==> src/sv/hrm_pkg.sv <==
// ----------------------------------------------------------------------------
// hrm_pkg
// shared constants and types for the gray-level histogram engine
// ----------------------------------------------------------------------------
`default_nettype none
package hrm_pkg;
    localparam int BINS        = 256;
    localparam int COUNT_WIDTH = 24;
    localparam int BIN_W       = $clog2(BINS);
    localparam int DIV_W       = COUNT_WIDTH + 16;

    localparam logic [COUNT_WIDTH-1:0] COUNT_MAX = {COUNT_WIDTH{1'b1}};
    localparam logic [7:0]  BAR_FULL = 8'd250;
    localparam logic [14:0] PCT_FULL = 15'd25600;

    localparam logic [1:0] KIND_PIXEL  = 2'd0;
    localparam logic [1:0] KIND_FINISH = 2'd1;
    localparam logic [1:0] KIND_QUERY  = 2'd2;
    localparam logic [1:0] KIND_CLEAR  = 2'd3;

    localparam logic [0:0] CFG_RANGE_LOW  = 1'd0;
    localparam logic [0:0] CFG_RANGE_HIGH = 1'd1;

    typedef struct packed {
        logic                   start;
        logic [DIV_W-1:0]       dividend;
        logic [COUNT_WIDTH-1:0] divisor;
    } div_req_t;

    typedef struct packed {
        logic             busy;
        logic             done;
        logic [DIV_W-1:0] quotient;
    } div_rsp_t;

    function automatic logic [BIN_W-1:0] clamp_bin(input logic [7:0] v);
        if (BINS >= 256)
            return BIN_W'(v);
        else if (32'(v) >= BINS)
            return BIN_W'(BINS - 1);
        else
            return BIN_W'(v);
    endfunction
endpackage
`default_nettype wire

==> src/sv/hrm_div.sv <==
// ----------------------------------------------------------------------------
// hrm_div
// shared restoring divider, one quotient bit per cycle
// ----------------------------------------------------------------------------
`default_nettype none
module hrm_div
    import hrm_pkg::*;
(
    input  wire logic     clk,
    input  wire logic     rst_n,
    input  wire div_req_t req,
    output div_rsp_t      rsp
);
    localparam int CNT_W = $clog2(DIV_W + 1);

    logic [DIV_W-1:0]       quot_reg, quot_next;
    logic [COUNT_WIDTH:0]   rem_reg, rem_next;
    logic [COUNT_WIDTH-1:0] dvs_reg, dvs_next;
    logic [CNT_W-1:0]       cnt_reg, cnt_next;
    logic                   busy_reg, busy_next;
    logic                   done_reg, done_next;
    logic [COUNT_WIDTH:0]   trial;

    always_comb
    begin
        quot_next = quot_reg;
        rem_next  = rem_reg;
        dvs_next  = dvs_reg;
        cnt_next  = cnt_reg;
        busy_next = busy_reg;
        done_next = 1'b0;
        trial     = {rem_reg[COUNT_WIDTH-1:0], quot_reg[DIV_W-1]};
        if (req.start)
        begin
            quot_next = req.dividend;
            rem_next  = '0;
            dvs_next  = req.divisor;
            cnt_next  = CNT_W'(DIV_W);
            busy_next = 1'b1;
        end
        else if (busy_reg)
        begin
            if (trial >= {1'b0, dvs_reg})
            begin
                rem_next  = trial - {1'b0, dvs_reg};
                quot_next = {quot_reg[DIV_W-2:0], 1'b1};
            end
            else
            begin
                rem_next  = trial;
                quot_next = {quot_reg[DIV_W-2:0], 1'b0};
            end
            cnt_next = cnt_reg - 1'b1;
            if (cnt_reg == CNT_W'(1))
            begin
                busy_next = 1'b0;
                done_next = 1'b1;
            end
        end
    end

    always_ff @(posedge clk or negedge rst_n)
    begin
        if (!rst_n)
        begin
            busy_reg <= 1'b0;
            done_reg <= 1'b0;
            cnt_reg  <= '0;
        end
        else
        begin
            busy_reg <= busy_next;
            done_reg <= done_next;
            cnt_reg  <= cnt_next;
        end
    end

    always_ff @(posedge clk)
    begin
        quot_reg <= quot_next;
        rem_reg  <= rem_next;
        dvs_reg  <= dvs_next;
    end

    assign rsp.busy     = busy_reg;
    assign rsp.done     = done_reg;
    assign rsp.quotient = quot_reg;
endmodule
`default_nettype wire

==> config.mk <==
export PLATFORM = sky130hd
export DESIGN_NAME = hrm_div
export DESIGN_NICKNAME = d
export VERILOG_FILES = /design/src/sv/hrm_pkg.sv /design/src/sv/hrm_div.sv
export SDC_FILE = /design/constraint.sdc
export NUM_CORES = 1
export LEC_CHECK = 0
export ABC_AREA = 1
export BUFFER_PORTS_ARGS = -buffer_cell sky130_fd_sc_hd__buf_2
export CELL_PAD_IN_SITES_DETAIL_PLACEMENT = 0
export CELL_PAD_IN_SITES_GLOBAL_PLACEMENT = 1
export CORE_ASPECT_RATIO = 1.5
export CORE_UTILIZATION = 37
export CTS_CLUSTER_SIZE = 30
export DETAILED_ROUTE_END_ITERATION = 6
export GPL_ROUTABILITY_DRIVEN = 0
export MAX_ROUTING_LAYER = met4
export PLACE_DENSITY_LB_ADDON = 0.1
export SLEW_MARGIN = 10
export SYNTH_ARGS = -nofsm -noshare
export SYNTH_HDL_FRONTEND = slang
export SYNTH_SLANG_ARGS = --single-unit
==> constraint.sdc <==
create_clock -name clk -period 2.31 [get_ports clk]
set_input_delay 0.5775 -clock clk [delete_from_list [all_inputs] [get_ports clk]]
set_output_delay 0.5775 -clock clk [all_outputs]
set_load 0.02 [all_outputs]
* Word level (Yosys, flattened, before mapping)
Index checks and enable logic that the tools add are counted.
Storage, ports and cells: register bits 96, word-level logic and storage cells 23, output and inout bits 42, bits of input ports 67
Cells by class: multiplexer cells 12, equal/unequal tests 1, add/subtract/negate cells 2, reductions and logical operators 1, order comparisons 1
Operator list (count):
- two-way mux 40 bit | 2
- greater-or-equal comparator 25 x 24 -> 1 bit | 1
- two-way mux 24 bit | 1
- subtractor 24 bit | 1
- two-way mux 6 bit | 2
- two-way mux 1 bit | 7
- == test 6 x 1 -> 1 bit, second input constant | 1
- subtractor 6 x 1 -> 6 bit, second input constant | 1
- nonzero test 2 bit | 1

* Logic depth before layout (Yosys ltp)
word-level depth 4, mapped depth 15

* Worst setup path after synthesis
OpenSTA, ideal clock, no wires.
path kind in2reg, start point input port req[64] (netlist bit), end point register quot_reg[0], enable pin, data required time 1.890 ns, slack -0.485 ns, path buffers 2, setup time 0.420 ns, arrival 2.375 ns, stages on the path 4, cell sequence clkbuf_1 nor2_1 inv_1 clkbuf_1
On the way: longest elaborated chain between the ends 1
Ends and longest elaborated chain:
- start: declaration | RTL line hrm_div.sv:11 | input wire div_req_t req,
- nonzero test 2 bit (no source line)
- end signal: assignment | RTL line hrm_div.sv:80 | quot_reg <= quot_next;
- end: declaration | RTL line hrm_div.sv:16 | logic [DIV_W-1:0] quot_reg, quot_next;
No other way between the ends. A chain may end at the register's enable or synchronous reset.

* Worst setup path in the final report
start point register dvs_reg[22], end point register quot_reg[0] (data pin)
On the way: longest elaborated chain between the ends 4
Ends and longest elaborated chain:
- start: declaration | RTL line hrm_div.sv:18 | logic [COUNT_WIDTH-1:0] dvs_reg, dvs_next;
- start signal: assignment | RTL line hrm_div.sv:82 | dvs_reg <= dvs_next;
- greater-or-equal comparator 25 x 24 -> 1 bit | RTL line hrm_div.sv:43 | if (trial >= {1'b0, dvs_reg})
- two-way mux 1 bit | RTL line hrm_div.sv:43
- two-way mux 40 bit | RTL line hrm_div.sv:41 | else if (busy_reg)
- two-way mux 40 bit | RTL line hrm_div.sv:33 | if (req.start)
- net quot_next[0] | RTL line hrm_div.sv:16
The timed path passes the listed nets, and every way through them passes these cells. The select of a mux whose other input is x is not followed.

==> reports/results.txt <==
Sequential share of power - 34.1%
Maxcap violations - 0
Hold_buf cts - 0
Post-synth top cells - 318 x nand2_1, 142 x inv_1, 64 x edfxtp_1
1st-pass router iterations - 4
Logic gate share of total power - 42.7%
Non-Filler Instances - 1116
Gr ovfl total - 0
Pre-CTS setup slack - 0.1123 ns
Area share of and/or/nand/nor cells after synthesis - 33.13%
Clock latency on the worst-skew pair - 0.35 ns
Antenna fix cells - 0
Post-synth EDFFs - 64
Pin count of the biggest net entering global routing - 44
Peak supply drop - 368.4 µV
CTS tree - done
Hold Crit Class - in2async
Final hold violation count - 0
Post-synthesis cell area - 5854 µm²
Area share of the largest cell type after synthesis - 32.83%
Initial antenna violation count - 0
Sequential cell area fraction in the yosys report - 44.45%
Tmin final - 2.097 ns
Fin worst setup slack - 0.2133 ns
Setup crit start - dvs_reg[22]
Syn_nets - 888
Max Transition Viols Final - 0
Adder-cell area share of the yosys netlist - 5.899%
Gr usage total - 20.72%
WP data required - 2.41 ns
Netlist cell types - 35
Top post-synthesis cells by area - edfxtp_1 33%, nand2_1 20%, inv_1 9.1%, dfxtp_1 8.2%, ha_1 5.6%
Die area - 16340 µm²
Antenna Violating Nets Remaining - 0
Arr. time, crit path - 2.20 ns
Measured slew at the worst slew-check pin - 0.4619 ns
Die Y - 156.1 µm
Crit. End Element - register
CP Launch Type - register
Sw frac - 40.37%
Fin crit share - 90.77%
DRC viols - 0
Vias - 5251
Post-synthesis compound-gate area fraction - 3.591%
Setup Skew - 0.01155 ns
H-tree levels - 3
Reg clk slew, reported paths - 0.08 ns
Syn avg cell area - 7.373 µm²
Std-Cell Rows - 56
Area leader, netlist - edfxtp_1
Largest family of logic cells by synthesized area - simple AND/OR/NAND/NOR gates
Ys Warns - 0
Highest Clock Rate - 476.9 MHz
Clock sink count - 96
Post-Synthesis Cells - 794
Core Util, Final - 45.07%
Initial core utilization - 37.64%
Setup Total Neg Slack - 0 ns
Int Pwr - 3.988 mW
Post-DP HPWL - 11.76 mm
#FFs+latches synth - 96
Synth Area in XOR/XNOR - 1.646%
CP Max Fanout - 15
Main synth FF type - edfxtp_1
Final setup viols - 0
DRT iter0 DRCs - 221
Wire per inst - 13.93 µm
Ports - 109
Top-count cell post-synth - nand2_1
Clk pwr share - 23.3%
Clock root buffer - clkbuf_16
Synthesis-to-finish area growth - 19.75%
RR Startpoint - dvs_reg[22]
Kind of critical path - reg2reg
Vias in the first global route - 5391
First-pass GRT wire length - 25.79 mm
Ys async rst share - 8.333%
Core ar. - 15550 µm²
Net Sw Power - 2.700 mW
Multiplexer share of the synthesized area - 0%
Relative slew slack - 69.21%
Fin nets - 1002
Via/cell ratio - 4.705
Power Density - 954.1 nW/µm²
Max reg flops - 40
Clock buffer depth - 2
Outcome - finished, final reports clean
Share of post-route cells with drive strength above 1 - 18.07%
Leakage Power - 3.742 nW
Chip Width - 104.7 µm
DRT Wirelength - 15.55 mm
Placed cells - 1100
IO buf count - 108
Number of buffers created by CTS - 9
cell type report:
| type | count | area (µm²) |
|---|---|---|
| clock buffer | 11 | 254.0 |
| clock inverter | 5 | 46.29 |
| fill | 1672 | 8544 |
| inverter | 145 | 544.3 |
| multi-input combinational | 530 | 2609 |
| sequential | 96 | 2603 |
| tap | 203 | 254.0 |
| timing repair buffer | 126 | 700.7 |
per-layer routing:
metal / up-vias / track usage (%) / wire length [µm]
li1: 2715 / - / -
met1: 2378 / 23.07 / 6709
met2: 133 / 37.40 / 7819
met3: 25 / 2.757 / 570
met4: 0 / 8.048 / 452
met5: - / - / 0
path summary, 6_finish.rpt:
kind	to	slack, ns	cells past startpoint
hold reg to reg	rem_reg[19]	0.48	2
setup / recovery	quot_reg[0]	0.21	11
min in group clk	dvs_reg[18]	0.40	1
setup reg to reg	quot_reg[0]	0.21	11
max in group asynchronous	cnt_reg[0]	2.08	1
hold / removal	cnt_reg[4]	0.06	1
cell families (layout without fill, tap and decap cells):
group,count (synthesis),after routing
AOI/OAI and AO/OA,38,38
xor gates and xnor gates,11,11
adders and majority gates,27,27
buffers and inverters,168,287
DFF,96,96
and+or+nand+nor,454,454
stage by stage:
stage / total power [mW] / instance area, µm² / hold slack (ns)
6_report: 6.688 / 7010 / 0.05888
5_1_grt: 7.242 / 7010 / 0.05922
4_1_cts: 6.754 / 6993 / 0.05115
3_5_place_dp: 5.155 / 6693 / 0.4312
3_3_place_gp: 5.144 / 6693 / 0.4245
2_1_floorplan: 4.367 / 5856 / 0.2819
worst max-delay path: stages, from the launching register on:
cell,delay [ns]
edfxtp_1,0.34
inv_1,0.04
ha_1,0.35
a21oi_2,0.21
nor2_1,0.06
nor2_1,0.11
nand2_1,0.10
a21oi_4,0.17
nand3_4,0.16
buf_12,0.19
nand2_1,0.05
nand2_1,0.05
power by group through the flow:
stage | clock network (mW) | registers [mW] | logic, mW
global route | 1.67 | 2.32 | 3.26
global placement | 0 | 2.31 | 2.84
CTS | 1.62 | 2.28 | 2.86
finish | 1.56 | 2.28 | 2.85
floorplan | 0 | 2.37 | 1.99
detailed placement | 0 | 2.31 | 2.84
placed cells by master (no fill, tap or decap), drive strengths merged:
cell    instances
o21ai          17
nand3b          1
a21oi          17
nor4            1
a21o            1
nor2           37
xnor2           9
nand3          57
o21bai          2
clkbuf         11
edfxtp         64
fa              1
xor2            2
nand4          29
nor3            6
ha             26
buf           126
dfrtp           8
clkinv          3
inv           147
o22ai           1
nand2         322
or2             1
dfxtp          24
repair_timing:
action,CTS,global route
resized for setup,0,5
setup buffers,0,0
setup endpoints to repair,0,6
Note: power is estimated with default switching activity, not from simulation.
